[config.mk]
export PLATFORM = sky130hd
export DESIGN_NAME = earliest_date_token_scanner_unit
export DESIGN_NICKNAME = d
export VERILOG_FILES = /design/src/hw/rtl/edts_pkg.sv /design/src/hw/rtl/edts_core.sv /design/src/hw/rtl/earliest_date_token_scanner_unit.sv
export SDC_FILE = /design/constraint.sdc
export NUM_CORES = 1
export LEC_CHECK = 0
export BUFFER_PORTS_ARGS = -buffer_cell sky130_fd_sc_hd__buf_4
export CAP_MARGIN = 20
export CORE_ASPECT_RATIO = 0.8
export CORE_MARGIN = 5
export CORE_UTILIZATION = 35
export CTS_BUF_LIST = sky130_fd_sc_hd__clkbuf_4 sky130_fd_sc_hd__clkbuf_8 sky130_fd_sc_hd__clkbuf_16
export DETAILED_ROUTE_END_ITERATION = 7
export PLACE_DENSITY_LB_ADDON = 0.15
export SETUP_SLACK_MARGIN = 0.05
export SKIP_CTS_REPAIR_TIMING = 1
export SLEW_MARGIN = 20
export SYNTH_ARGS = -nofsm -noshare
export SYNTH_HDL_FRONTEND = slang
export SYNTH_SLANG_ARGS = --single-unit
[constraint.sdc]
create_clock -name clk -period 3.2 [get_ports clk]
set_input_delay 0 -clock clk [delete_from_list [all_inputs] [get_ports clk]]
set_output_delay 0 -clock clk [all_outputs]
set_load 0.1 [all_outputs]
[src/hw/rtl/edts_pkg.sv]
// Shared types and constants for the earliest date token scanner.
`timescale 1ns / 1ps

package edts_pkg;

	localparam int unsigned CH_W   = 8;
	localparam int unsigned DAY_W  = 7;
	localparam int unsigned MON_W  = 7;
	localparam int unsigned YEAR_W = 14;
	localparam int unsigned POS_W  = 4;

	localparam logic [POS_W-1:0] DATE_LEN   = 4'd10;
	localparam logic [POS_W-1:0] POS_SAT    = 4'd11;
	localparam logic [POS_W-1:0] POS_DOT1   = 4'd2;
	localparam logic [POS_W-1:0] POS_DOT2   = 4'd5;

	localparam logic [CH_W-1:0] CH_DOT   = 8'h2E;
	localparam logic [CH_W-1:0] CH_ZERO  = 8'h30;
	localparam logic [CH_W-1:0] CH_NINE  = 8'h39;
	localparam logic [CH_W-1:0] CH_SPACE = 8'h20;
	localparam logic [CH_W-1:0] CH_TAB   = 8'h09;
	localparam logic [CH_W-1:0] CH_CR    = 8'h0D;

	// One input transaction as seen by the scanner core.
	typedef struct packed {
		logic [CH_W-1:0] ch;
		logic            eot;
	} step_t;

	// Result of a stream, valid on the end-of-text transaction.
	typedef struct packed {
		logic              found;
		logic [DAY_W-1:0]  day;
		logic [MON_W-1:0]  month;
		logic [YEAR_W-1:0] year;
	} result_t;

endpackage

[src/hw/rtl/edts_core.sv]
// Token state, date accumulators and earliest-date comparison.
`timescale 1ns / 1ps

module edts_core (
	input  logic             clk,
	input  logic             arst_n,
	input  logic             fire,
	input  edts_pkg::step_t  step,
	output edts_pkg::result_t res
);
	import edts_pkg::*;

	logic [POS_W-1:0]  pos_q;
	logic              tok_ok_q;
	logic [DAY_W-1:0]  acc_day_q;
	logic [MON_W-1:0]  acc_month_q;
	logic [YEAR_W-1:0] acc_year_q;
	logic [DAY_W-1:0]  best_day_q;
	logic [MON_W-1:0]  best_month_q;
	logic [YEAR_W-1:0] best_year_q;
	logic              have_best_q;

	logic [POS_W-1:0]  pos_d;
	logic              tok_ok_d;
	logic [DAY_W-1:0]  acc_day_d;
	logic [MON_W-1:0]  acc_month_d;
	logic [YEAR_W-1:0] acc_year_d;
	logic [DAY_W-1:0]  best_day_d;
	logic [MON_W-1:0]  best_month_d;
	logic [YEAR_W-1:0] best_year_d;
	logic              have_best_d;

	logic              is_sep;
	logic              is_digit;
	logic [3:0]        digit;
	logic              close_tok;
	logic              is_date;
	logic              earlier;
	logic [DAY_W-1:0]  day_n;
	logic [MON_W-1:0]  month_n;
	logic [YEAR_W-1:0] year_n;
	logic              have_n;

	always_comb begin
		is_sep   = (step.ch inside {CH_SPACE, [CH_TAB:CH_CR]});
		is_digit = (step.ch inside {[CH_ZERO:CH_NINE]});
		digit    = is_digit ? step.ch[3:0] : 4'd0;
		close_tok = step.eot || is_sep;

		// Lexicographic order on {year, month, day} is a plain compare of the concatenation.
		is_date = tok_ok_q && (pos_q == DATE_LEN);
		earlier = !have_best_q ||
			({acc_year_q, acc_month_q, acc_day_q} < {best_year_q, best_month_q, best_day_q});
		if (is_date && earlier) begin
			day_n   = acc_day_q;
			month_n = acc_month_q;
			year_n  = acc_year_q;
			have_n  = 1'b1;
		end else begin
			day_n   = best_day_q;
			month_n = best_month_q;
			year_n  = best_year_q;
			have_n  = have_best_q;
		end

		res.found = have_n;
		res.day   = day_n;
		res.month = month_n;
		res.year  = year_n;

		pos_d        = pos_q;
		tok_ok_d     = tok_ok_q;
		acc_day_d    = acc_day_q;
		acc_month_d  = acc_month_q;
		acc_year_d   = acc_year_q;
		best_day_d   = best_day_q;
		best_month_d = best_month_q;
		best_year_d  = best_year_q;
		have_best_d  = have_best_q;

		if (step.eot) begin
			// The stream ends: everything returns to its reset value.
			pos_d        = '0;
			tok_ok_d     = 1'b1;
			acc_day_d    = '0;
			acc_month_d  = '0;
			acc_year_d   = '0;
			best_day_d   = '0;
			best_month_d = '0;
			best_year_d  = '0;
			have_best_d  = 1'b0;
		end else if (close_tok) begin
			pos_d        = '0;
			tok_ok_d     = 1'b1;
			acc_day_d    = '0;
			acc_month_d  = '0;
			acc_year_d   = '0;
			best_day_d   = day_n;
			best_month_d = month_n;
			best_year_d  = year_n;
			have_best_d  = have_n;
		end else begin
			if (pos_q >= DATE_LEN) begin
				tok_ok_d = 1'b0;
			end else if (pos_q == POS_DOT1 || pos_q == POS_DOT2) begin
				if (step.ch != CH_DOT) begin
					tok_ok_d = 1'b0;
				end
			end else if (!is_digit) begin
				tok_ok_d = 1'b0;
			end else if (pos_q < POS_DOT1) begin
				acc_day_d = DAY_W'((acc_day_q << 3) + (acc_day_q << 1) + DAY_W'(digit));
			end else if (pos_q < POS_DOT2) begin
				acc_month_d = MON_W'((acc_month_q << 3) + (acc_month_q << 1)
					+ MON_W'(digit));
			end else begin
				acc_year_d = YEAR_W'((acc_year_q << 3) + (acc_year_q << 1)
					+ YEAR_W'(digit));
			end
			if (pos_q < POS_SAT) begin
				pos_d = pos_q + 4'd1;
			end
		end
	end

	always_ff @(posedge clk or negedge arst_n) begin
		if (!arst_n) begin
			pos_q        <= '0;
			tok_ok_q     <= 1'b1;
			acc_day_q    <= '0;
			acc_month_q  <= '0;
			acc_year_q   <= '0;
			best_day_q   <= '0;
			best_month_q <= '0;
			best_year_q  <= '0;
			have_best_q  <= 1'b0;
		end else if (fire) begin
			pos_q        <= pos_d;
			tok_ok_q     <= tok_ok_d;
			acc_day_q    <= acc_day_d;
			acc_month_q  <= acc_month_d;
			acc_year_q   <= acc_year_d;
			best_day_q   <= best_day_d;
			best_month_q <= best_month_d;
			best_year_q  <= best_year_d;
			have_best_q  <= have_best_d;
		end
	end

endmodule

[src/hw/rtl/earliest_date_token_scanner_unit.sv]
// Earliest date scanner: input register, scanner core and result register.
`timescale 1ns / 1ps

// Scans a byte stream for whitespace-separated tokens of the form DD.MM.YYYY
// and reports the earliest one (by year, then month, then day) when a
// transaction with end_of_text set arrives; ch is ignored on that transaction.
// Only the end-of-text transaction produces a result, and the block then
// starts a fresh stream. One byte is accepted per cycle: a byte lands in the
// input register, the scanner core updates its state from it, and an
// end-of-text transaction also writes the result register. Input is
// stalled only while an end-of-text transaction waits for the result
// register to be freed by out_ready.
module earliest_date_token_scanner_unit (
	input  logic                        clk,
	input  logic                        arst_n,
	input  logic                        in_valid,
	output logic                        in_ready,
	input  logic [edts_pkg::CH_W-1:0]   ch,
	input  logic                        end_of_text,
	output logic                        out_valid,
	input  logic                        out_ready,
	output logic                        found,
	output logic [edts_pkg::DAY_W-1:0]  best_day_out,
	output logic [edts_pkg::MON_W-1:0]  best_month_out,
	output logic [edts_pkg::YEAR_W-1:0] best_year_out
);
	import edts_pkg::*;

	logic    in_valid_s1;
	step_t   in_s1;
	logic    out_valid_q;
	result_t out_q;
	result_t core_res;
	logic    out_free;
	logic    advance;
	logic    fire;

	assign out_free = !out_valid_q || out_ready;
	assign advance  = !in_valid_s1 || !in_s1.eot || out_free;
	assign fire     = in_valid_s1 && advance;
	assign in_ready = advance;

	always_ff @(posedge clk or negedge arst_n) begin
		if (!arst_n) begin
			in_valid_s1 <= 1'b0;
		end else if (advance) begin
			in_valid_s1 <= in_valid;
		end
	end

	always_ff @(posedge clk) begin
		if (in_valid && advance) begin
			in_s1.ch  <= ch;
			in_s1.eot <= end_of_text;
		end
	end

	edts_core u_core (
		.clk    (clk),
		.arst_n (arst_n),
		.fire   (fire),
		.step   (in_s1),
		.res    (core_res)
	);

	always_ff @(posedge clk or negedge arst_n) begin
		if (!arst_n) begin
			out_valid_q <= 1'b0;
		end else if (fire && in_s1.eot) begin
			out_valid_q <= 1'b1;
		end else if (out_ready) begin
			out_valid_q <= 1'b0;
		end
	end

	always_ff @(posedge clk) begin
		if (fire && in_s1.eot) begin
			out_q <= core_res;
		end
	end

	assign out_valid      = out_valid_q;
	assign found          = out_q.found;
	assign best_day_out   = out_q.day;
	assign best_month_out = out_q.month;
	assign best_year_out  = out_q.year;

endmodule

==> qor.yml, run 1 <==
ys_warn_count: 0
drv_slew: 0
synth_cell_types: 56
p_leak_nw: 3.56
clk_pin_slew_ns: 0.07
wl_mm: 15.0
die-area_um2: 20800
die_h_um: 130
cts_buffer_depth: 2
final_cell_mix: "nand2_1 (76), buf_4 (75), inv_1 (70)"
finalCriticalPeriod_ns: 3.04
ant_nets: 0
rows: 43
stdcell_count: 929
end_kind: "register"
cp.arrival_ns: 3.28
vias_per_cell: 5.17
overflow: 0
clk_latency_ns: 0.35
seq_area_frac_synth_pct: 43.6
pre_cts_ws_ns: -0.138
design_area_um2: 7560
async_flop_share_pct: 62.7
crit_slowest_cell: "edfxtp_1"
status: "completed"
placed_cell_area_um2: 7040
grt_pass1_wl_mm: 25.2
die_x_um: 160
cp_max_fo: 4
period_share_pct: 95.0
fin_nets: 787
remaining_drc_errors: 0
drv_cap: 0
clock.fmax_ghz: 0.329
path_buf_inv: 0
antenna_cells: 0
synth_edf_count: 38
critical_path.cell_chain: "o21ai_1, and4_4, and2_4, xnor2_4, ha_4, a21o_1, ha_4, o21ai_2, o21ai_2, o22ai_2, o211a_1, or3_1, xnor2_1, a22o_1"
synthCells: 629
clock-skew-final_ns: 0.00564
path_class: "reg -> reg"
irDropWorstVdd_uv: 212
h-tree-depth: 3
io_buffers: 43
core-area_um2: 17500
clock-sinks: 102
vias: 4799
avgRoutedWirePerCell_um: 16.1
start_kind: "register"
p_per_area_nw_per_um2: 460
syn_area_um2: 6290
place_inst: 899
io_pins: 44
worst_pin_slew_ns: 0.980
hp-class: "in -> reg"
setup_viol: 0
antenna_found_initial: 0
met1Wirelength_mm: 7.65
cts_inserted_buffers: 9
layout-drive-gt1-share_pct: 16.1
area_delta_synth_final_pct: 20.1
grt_max_degree: 65
dr.pass1.iters: 5
cts-root-buf: "clkbuf_16"
ys.flop_type: "dfrtp_1"
wl_met2_mm: 6.59
initial_core_util_pct: 36.0
grt_use_total_pct: 15.1
rsz0062_at_grt: "true"
drt_iter0_drc: 256
fin_hold_ws_ns: 0.0303
dr_wl_met3_um: 656
crit_family: "compound AO/OA/AOI/OAI gates"
place_congestion: 0.792
relSlewSlack_pct: 34.4
cts_tree: "built"
worst_ep_required_time_ns: 3.44
hpwlAfterDp_mm: 10.6
final_common_cell: "nand2_1"
ys_seq_elements: 102
syn-num-nets: 717
grt_pass1_vias: 4800
cpPeakStageDelay_ns: 0.39
avgSynthCellArea_um2: 10.0
post-route-util_pct: 43.2
hold_viol_final: 0
fin_ws_ns: 0.159
route.top_layer_used: "met4"
## sequential cells by signal (all words and copies together) (netlist names), 4 cells and up
| signal | count |
|---|---|
| best_year_out | 14 |
| best_month_out | 7 |
| u_core.best_month_q | 7 |
| u_core.acc_day_q | 7 |
| u_core.acc_month_q | 7 |
| u_core.pos_q | 4 |
| u_core.acc_year_q | 14 |
| in_s1 | 9 |
| best_day_out | 7 |
| u_core.best_day_q | 7 |
| u_core.best_year_q | 14 |
## worst paths after layout
| kind | endpoint | cells past startpoint | slack [ns] | start |
|---|---|---|---|---|
| max | u_core.acc_year_q[13] | 14 | 0.16 | in_s1[2] |
| min | out_valid | 3 | 0.03 | out_ready |
| max reg2reg | u_core.acc_year_q[13] | 14 | 0.16 | in_s1[2] |
| min reg2reg | u_core.tok_ok_q | 2 | 0.49 | u_core.tok_ok_q |
| max in group asynchronous | u_core.best_day_q[4] | 2 | 2.29 | arst_n |
| min in group asynchronous | u_core.pos_q[3] | 2 | 0.32 | arst_n |
## area by class of cell
class,instances,area (µm²)
clock buffer,11,240
clock inverter,5,82.6
fill,1664,9930
inverter,70,263
multi-input combinational,429,3250
sequential,102,2740
tap,225,282
timing repair buffer,87,693
## metal layers
metal	up-vias	track usage [%]
li1	2389	-
met5	-	0
met4	0	2.88
met1	2316	21.8
met2	86	24.0
met3	8	3.16
## cell families after synthesis
group | share of synthesized area (%)
AO/OA/AOI/OAI | 16.8
buffers and inverters | 6.42
AND/OR/NAND/NOR | 13.3
flip-flops | 43.6
XOR/XNOR | 3.48
adder cells (fa/ha/maj) | 15.3
multiplexers | 1.03
## synth_stat cells (2+ instances only)
master	instances	area share, %
o311ai_1	26	3.6
nor3_1	5	0.40
dfrtp_1	63	25
or3_1	28	2.8
and3_1	3	0.30
nand2_1	76	4.5
o211ai_1	3	0.36
mux2i_1	2	0.32
o21ai_0	38	3.0
ha_1	72	14
a21oi_1	22	1.8
o21ai_1	10	0.80
and2_1	8	0.80
buf_4	3	0.36
clkbuf_1	15	0.89
buf_6	2	0.36
o31ai_1	5	0.60
nor2_1	22	1.3
nor2b_1	3	0.30
or4b_1	2	0.32
mux2_1	4	0.72
a211oi_1	3	0.36
a22o_1	20	2.8
edfxtp_1	38	18
inv_1	70	4.2
nand2b_1	4	0.40
o22ai_1	2	0.20
a211oi_2	2	0.40
buf_2	8	0.64
xor2_1	4	0.56
o211a_1	2	0.32
nand3_1	3	0.24
xnor2_1	21	2.9
a21o_1	9	1.1
nand4_1	5	0.50
fa_1	3	0.95
o21a_1	4	0.48
## worst min-delay path: cells and delay by family
kind | cells | cell delay (ns)
AND/OR/NAND/NOR | 2 | 0.26
buffers and inverters | 1 | 0.08
## where the power goes
group / switching (W) / internal (W)
Sequential: 0.0000655 / 0.00149
Clock: 0.000517 / 0.000708
Combinational: 0.000476 / 0.000220
## through the flow
step / total power, W / TNS (ns)
3_3_place_gp: 0.00225 / 0
2_1_floorplan: 0.00209 / 0
3_5_place_dp: 0.00227 / -0.194
5_1_grt: 0.00366 / 0
6_report: 0.00348 / 0
4_1_cts: 0.00351 / -0.205
Note: power is estimated with default switching activity, not from simulation.
==> run 2: changes to the inputs <==
--- a/config.mk
+++ b/config.mk
@@ -18,4 +18,5 @@
 export SLEW_MARGIN = 20
 export SYNTH_ARGS = -nofsm -noshare
 export SYNTH_HDL_FRONTEND = slang
+export SYNTH_HIERARCHICAL = 1
 export SYNTH_SLANG_ARGS = --single-unit
==> run 2 against run 1 <==
  * The flow now finishes with violations (hold timing)
  * Global-route usage barely moved
  * Design area decreased by 2.0%
  * Area after synthesis decreased by 2.4%
  * Clock power decreased by 16%
  * Maximum frequency increased by 0.84%
  * Sequential power shrank 3%
  * Critical path depth is 1 lower
  * Die area fell by 2.3%
  * Critical path type unchanged
  * Critical endpoint is now u_core/acc_year_q[13]
  * Highest routed layer unchanged
==> qor.yml, run 2 <==
irDropWorstVdd_uv: 236  # +11%
rows: 43  # unchanged
worst_pin_slew_ns: 0.880  # -0.0997 ns
finalCriticalPeriod_ns: 3.02  # -0.0255 ns
crit_slowest_cell: "fa_1"
design_area_um2: 7400  # -2.0%
core-area_um2: 17300  # -1.2%
ys_warn_count: 6  # +6
die_x_um: 158  # -1.2%
remaining_drc_errors: 0  # unchanged
worstHoldStart: "out_ready"
reg2regPathDepth: 13  # -1
crit_end: "u_core/acc_year_q[13]"
r2r_slack_ns: 0.18  # +0.03 ns
seq_area_frac_synth_pct: 44.7  # +1.1 points
antenna_cells: 0  # unchanged
p_leak_nw: 3.50  # -1.6%
yosysMostFrequentCell: "ha_1"
gr-usage-met1_pct: 21.8  # -0.029 points
place_inst: 851  # -5.3%
fin_hold_ws_ns: -0.0116  # -0.0418 ns
worst_ep_required_time_ns: 3.44  # about the same
overflow: 0  # unchanged
path_class: "reg -> reg"
drv_cap: 0  # unchanged
io_pins: 44  # unchanged
avgRoutedWirePerCell_um: 16.5  # +2.5%
ant_nets: 0  # unchanged
ys.flop_type: "dfrtp_1"
start_kind: "register"
pre_cts_ws_ns: -0.0523  # +0.0860 ns
clock-sinks: 102  # unchanged
io_buffers: 43  # unchanged
hold_viol_final: 1  # +1
synth.top_cells.by_count: "ha_1 (69), dfrtp_1 (63), nand2_1 (55)"
end_kind: "register"
top_usage_layer: "met2"
hpwlAfterDp_mm: 10.7  # +1.0%
hp-class: "in -> reg"
grt_pass1_vias: 4665  # -2.8%
multiInputGateArea_um2: 3160  # -2.8%
crit_start: "in_s1[7]"
critical_path.cell_chain: "nor3b_2, and3_4, nand2_4, fa_1, inv_2, ha_4, a21o_1, a211oi_2, o211ai_1, a31o_2, a21oi_2, xnor2_1, a22o_1"
cts-root-buf: "clkbuf_16"
final_common_cell: "buf_4"
clk_latency_ns: 0.36  # about the same
fin_nets: 741  # -5.8%
cp.arrival_ns: 3.25  # -0.03 ns
area_delta_synth_final_pct: 20.6
clk_pin_slew_ns: 0.06  # about the same
fin_ws_ns: 0.185  # +0.0255 ns
syn_area_um2: 6140  # -2.4%
cts_buffer_depth: 2  # unchanged
avgSynthCellArea_um2: 10.8  # +7.8%
grt_pass1_wl_mm: 24.3  # -3.6%
ys_seq_elements: 102  # unchanged
relSlewSlack_pct: 41.3  # +6.9 points
placed_cell_area_um2: 6920  # -1.6%
grt_use_total_pct: 15.2  # +0.046 points
syn-num-nets: 657  # -8.4%
clock-skew-final_ns: 0.0109  # +0.00528 ns
wl_mm: 14.6  # -2.6%
r2r-end: "u_core/acc_year_q[13]"
use_met2_pct: 23.7  # -0.25 points
p_per_area_nw_per_um2: 427  # -7.2%
stdcell_count: 883  # -5.0%
grt_max_degree: 65  # unchanged
met3_usage_pct: 2.86  # -0.30 points
die_h_um: 128  # -1.1%
vias_per_cell: 5.18  # +0.28%
rsz0062_at_grt: "false"
async_flop_share_pct: 62.7  # unchanged
violations: "hold timing"
status: "finished, violations left"
period_share_pct: 94.2  # -0.80 points
die-area_um2: 20300  # -2.3%
cpPeakStageDelay_ns: 0.51  # +0.12 ns
synth_edf_count: 38  # unchanged
ys_top_cells_by_area: "dfrtp_1 (26%), edfxtp_1 (19%), ha_1 (14%), a22o_1 (4.0%), o21ai_0 (3.4%)"
antenna_found_initial: 0  # unchanged
layout-drive-gt1-share_pct: 20.2  # +4.2 points
yosysTopAreaCellShare_pct: 25.7  # +0.63 points
synth_cell_types: 58  # +3.6%
synthCells: 569  # -9.5%
worstReg2RegStart: "in_s1[7]"
dr.pass1.iters: 5  # unchanged
nFillCells: 1658  # -0.36%
vias: 4574  # -4.7%
final_cell_mix: "buf_4 (86), ha_1 (67), dfrtp_1 (63)"
totalNegativeSetupSlack_ns: 0  # unchanged
seq_area_um2: 2740  # unchanged
setup_viol: 0  # unchanged
initial_core_util_pct: 35.5  # -0.44 points
drv_slew: 0  # unchanged
yosysTopAreaCell: "dfrtp_1"
cp_max_fo: 2  # -2
drt_iter0_drc: 230  # -10%
cts_tree: "built"
cts_inserted_buffers: 9  # unchanged
clock.fmax_ghz: 0.332  # +0.84%
h-tree-depth: 3  # unchanged
place_congestion: 0.822  # +3.8%
[run 2: metal layers]
layer | vias up | share of wire, %
met2 | 85 | 46
met4 | 0 | 1.2
met1 | 2223 | 49
met3 | 11 | 3.9
met5 | - | 0
li1 | 2255 | -
[run 2: critical path, delay by kind of cell, from the launching register on]
| family | cells | cell delay [ns] |
|---|---|---|
| flops | 1 | 0.41 |
| xor+xnor | 1 | 0.08 |
| buf+inv | 1 | 0.06 |
| simple gates | 3 | 0.50 |
| compound gates | 6 | 1.10 |
| fa+ha+maj | 2 | 0.74 |
[run 2: logic make-up after synthesis]
kind of cell	count (synthesis)	share of synthesized area [%]
AOI/OAI and AO/OA	159	18.8
xor gates and xnor gates	22	3.14
adders and majority gates	75	16.0
buffers and inverters	71	4.99
DFF	102	44.7
muxes	5	0.897
and+or+nand+nor	135	11.4
[run 2: area by class of cell]
cell class,count,share of cell area (%)
Tap cell,225,3.80
Clock buffer,12,3.35
Sequential cell,102,37.1
Clock inverter,4,0.321
Timing Repair Buffer,99,10.5
Multi-Input combinational cell,396,42.7
Inverter,45,2.28
[run 2: how the worst min path moves through the flow]
| stage | cells past startpoint | slack (ns) | end |
|---|---|---|---|
| 2_1_floorplan | 0 | -0.30 | in_valid_s1 |
| 3_3_place_gp | 1 | 0.18 | u_core/best_day_q[3] |
| 3_5_place_dp | 1 | 0.18 | in_s1[5] |
| 4_1_cts | 1 | -0.20 | u_core/acc_month_q[3] |
| 5_1_grt | 3 | 0.007 | out_valid |
| 6_report | 3 | -0.01 | out_valid |
[run 2: power breakdown]
part / switching, W / internal [W] / leakage (nW) / total [W]
Sequential: 0.0000442 / 0.00146 / 1.17 / 0.00151
Clock: 0.000484 / 0.000550 / 0.130 / 0.00103
Combinational: 0.000426 / 0.000192 / 2.20 / 0.000619
Total: 0.000955 / 0.00221 / 3.50 / 0.00316
[run 2: metrics by stage]
step	utilization (%)	power, W
2_1_floorplan	-	0.00197
3_3_place_gp	40.1	0.00213
3_5_place_dp	40.1	0.00214
4_1_cts	41.7	0.00319
5_1_grt	42.9	0.00333
6_report	42.9	0.00316
==> run 3: changes to the inputs <==
--- a/config.mk
+++ b/config.mk
@@ -7,6 +7,8 @@
 export LEC_CHECK = 0
 export BUFFER_PORTS_ARGS = -buffer_cell sky130_fd_sc_hd__buf_4
 export CAP_MARGIN = 20
+export CELL_PAD_IN_SITES_DETAIL_PLACEMENT = 1
+export CELL_PAD_IN_SITES_GLOBAL_PLACEMENT = 1
 export CORE_ASPECT_RATIO = 0.8
 export CORE_MARGIN = 5
 export CORE_UTILIZATION = 35
==> constraint.sdc (replaced) <==
create_clock -name clk -period 3.72 [get_ports clk]
set_input_delay 0 -clock clk [delete_from_list [all_inputs] [get_ports clk]]
set_output_delay 0 -clock clk [all_outputs]
set_load 0.1 [all_outputs]
==> run 3 against run 2 <==
  * The flow now finishes without violations
  * Total power shrank 8.9%
  * Worst setup slack gained 0.11 ns
  * Design area shrank 2.2%
  * Non-clock buffer count shrank 27
  * First-iteration DRC count shrank 3.9%
  * Maximum frequency shrank 12%
  * Critical endpoint is now u_core/acc_year_q[12]
==> qor.yml, run 3 (same netlist as run 2, synthesis figures left out) <==
wl_mm: 15.5  # +6.3%
cts_buffer_depth: 2  # unchanged
cp.arrival_ns: 3.67  # +0.42 ns
fin_hold_ws_ns: 0.314  # +0.325 ns
antenna_cells: 0  # unchanged
drt_iter0_drc: 221  # -3.9%
rsz0062_at_grt: "false"
clk_latency_ns: 0.35  # about the same
p_per_area_nw_per_um2: 398  # -6.9%
grt_pass1_wl_mm: 25.6  # +5.3%
critical_path.cell_chain: "nor3b_2, and3_2, and2_1, ha_1, ha_1, fa_1, a21o_1, a21oi_1, o21a_1, o21ai_0, a21oi_1, xnor2_1, a22o_1"
cts-root-buf: "clkbuf_16"
cts_inserted_buffers: 9  # unchanged
dr.pass1.iters: 4  # -1
totalNegativeSetupSlack_ns: 0  # unchanged
drv_cap: 0  # unchanged
worst_ep_required_time_ns: 3.96  # +0.52 ns
grt_pass1_vias: 4732  # +1.4%
fin_nets: 714  # -3.6%
hpwlAfterDp_mm: 11.3  # +6.0%
die-area_um2: 20300  # unchanged
drv_slew: 0  # unchanged
initial_core_util_pct: 35.5  # unchanged
irDropWorstVdd_uv: 244  # +3.2%
grt_use_total_pct: 16.0  # +0.82 points
start_kind: "register"
status: "completed"
remaining_drc_errors: 0  # unchanged
final_cell_mix: "ha_1 (69), dfrtp_1 (63), buf_4 (57)"
area_delta_synth_final_pct: 18.0
die_x_um: 158  # unchanged
vias: 4531  # -0.94%
clkPwrFrac_pct: 36.7  # +4.0 points
place_congestion: 0.767  # -6.7%
period_share_pct: 92.1  # -2.1 points
finalCriticalPeriod_ns: 3.43  # +0.412 ns
end_kind: "register"
cp_max_fo: 6  # +4
ant_nets: 0  # unchanged
io_pins: 44  # unchanged
p_int_w: 0.00203  # -8.0%
layout-drive-gt1-share_pct: 15.5  # -4.7 points
io_buffers: 43  # unchanged
nFillCells: 1889  # +14%
hold_viol_final: 0  # -1
hp-class: "in -> async"
core-area_um2: 17300  # unchanged
clock-sinks: 102  # unchanged
netSwitchingFraction_pct: 29.5  # -0.68 points
cts_tree: "built"
worst_pin_slew_ns: 0.904  # +0.0236 ns
grt_max_degree: 65  # unchanged
h-tree-depth: 3  # unchanged
setup_viol: 0  # unchanged
crit_start: "in_s1[8]"
clock.fmax_ghz: 0.292  # -12%
final_common_cell: "ha_1"
p_leak_nw: 3.40  # -2.9%
clk_pin_slew_ns: 0.07  # about the same
overflow: 0  # unchanged
cpPeakStageDelay_ns: 0.41  # -0.10 ns
seqPwrFrac_pct: 45.1  # -2.6 points
antenna_found_initial: 0  # unchanged
combPwrFrac_pct: 18.2  # -1.4 points
worstReg2RegStart: "in_s1[8]"
rows: 43  # unchanged
relSlewSlack_pct: 39.7  # -1.6 points
avgRoutedWirePerCell_um: 18.1  # +9.7%
p_switching_w: 0.000850  # -11%
r2r_slack_ns: 0.29  # +0.11 ns
vias_per_cell: 5.29  # +2.2%
clock-skew-final_ns: 0.00731  # -0.00362 ns
path_class: "reg -> reg"
die_h_um: 128  # unchanged
crit_slowest_cell: "edfxtp_1"
==> run 3: metal layers <==
| metal | vias to the layer above | GRT usage (%) | share of wire [%] |
|---|---|---|---|
| met5 | - | 0 | 0 |
| met4 | 0 | 3.91 | 1.1 |
| met3 | 11 | 2.96 | 2.8 |
| met2 | 59 | 25.0 | 45 |
| met1 | 2257 | 23.1 | 51 |
| li1 | 2204 | - | - |
==> run 3: stage by stage <==
step	util, %	total power (W)	cell area, µm²	std cells	setup slack [ns]
3_3_place_gp	39.2	0.00182	6770	827	0.297
2_1_floorplan	-	0.00169	6140	569	0.589
5_1_grt	41.9	0.00301	7240	856	0.0746
4_1_cts	41.1	0.00291	7100	843	0.120
3_5_place_dp	39.2	0.00184	6770	827	0.159
6_report	41.9	0.00288	7240	856	0.292
==> run 3: layout make-up <==
type / instances / area, µm² / share of cell area [%]
Clock buffer: 10 / 239 / 3.30
Clock inverter: 6 / 91.3 / 1.26
Sequential cell: 102 / 2740 / 37.9
Inverter: 45 / 169 / 2.33
Timing Repair Buffer: 72 / 598 / 8.26
Tap cell: 225 / 282 / 3.89
Multi-Input combinational cell: 396 / 3120 / 43.1
==> run 3: final timing paths <==
check / cells after the start / to
min in group clk: 2 / in_s1[0]
worst max-delay path: 13 / u_core/acc_year_q[12]
max in group asynchronous: 2 / u_core/acc_year_q[6]
worst min register to register: 2 / u_core/tok_ok_q
worst max register to register: 13 / u_core/acc_year_q[12]
worst min-delay path: 2 / u_core/best_day_q[6]
==> run 3: power groups by stage <==
| stage | Clock (W) | Sequential, W | Combinational [W] |
|---|---|---|---|
| after detailed placement | 0 | 0.00132 | 0.000518 |
| after global placement | 0 | 0.00132 | 0.000504 |
| after floorplan | 0 | 0.00146 | 0.000229 |
| after global routing | 0.00113 | 0.00131 | 0.000573 |
| after CTS | 0.00109 | 0.00130 | 0.000519 |
| final | 0.00106 | 0.00130 | 0.000523 |
==> run 3: critical path: cells and delay by family (launching register included) <==
kind,cells,cell delay [ns]
AOI/OAI and AO/OA,6,1.13
adders and majority gates,3,0.94
and+or+nand+nor,3,0.76
DFF,1,0.41
xor gates and xnor gates,1,0.08
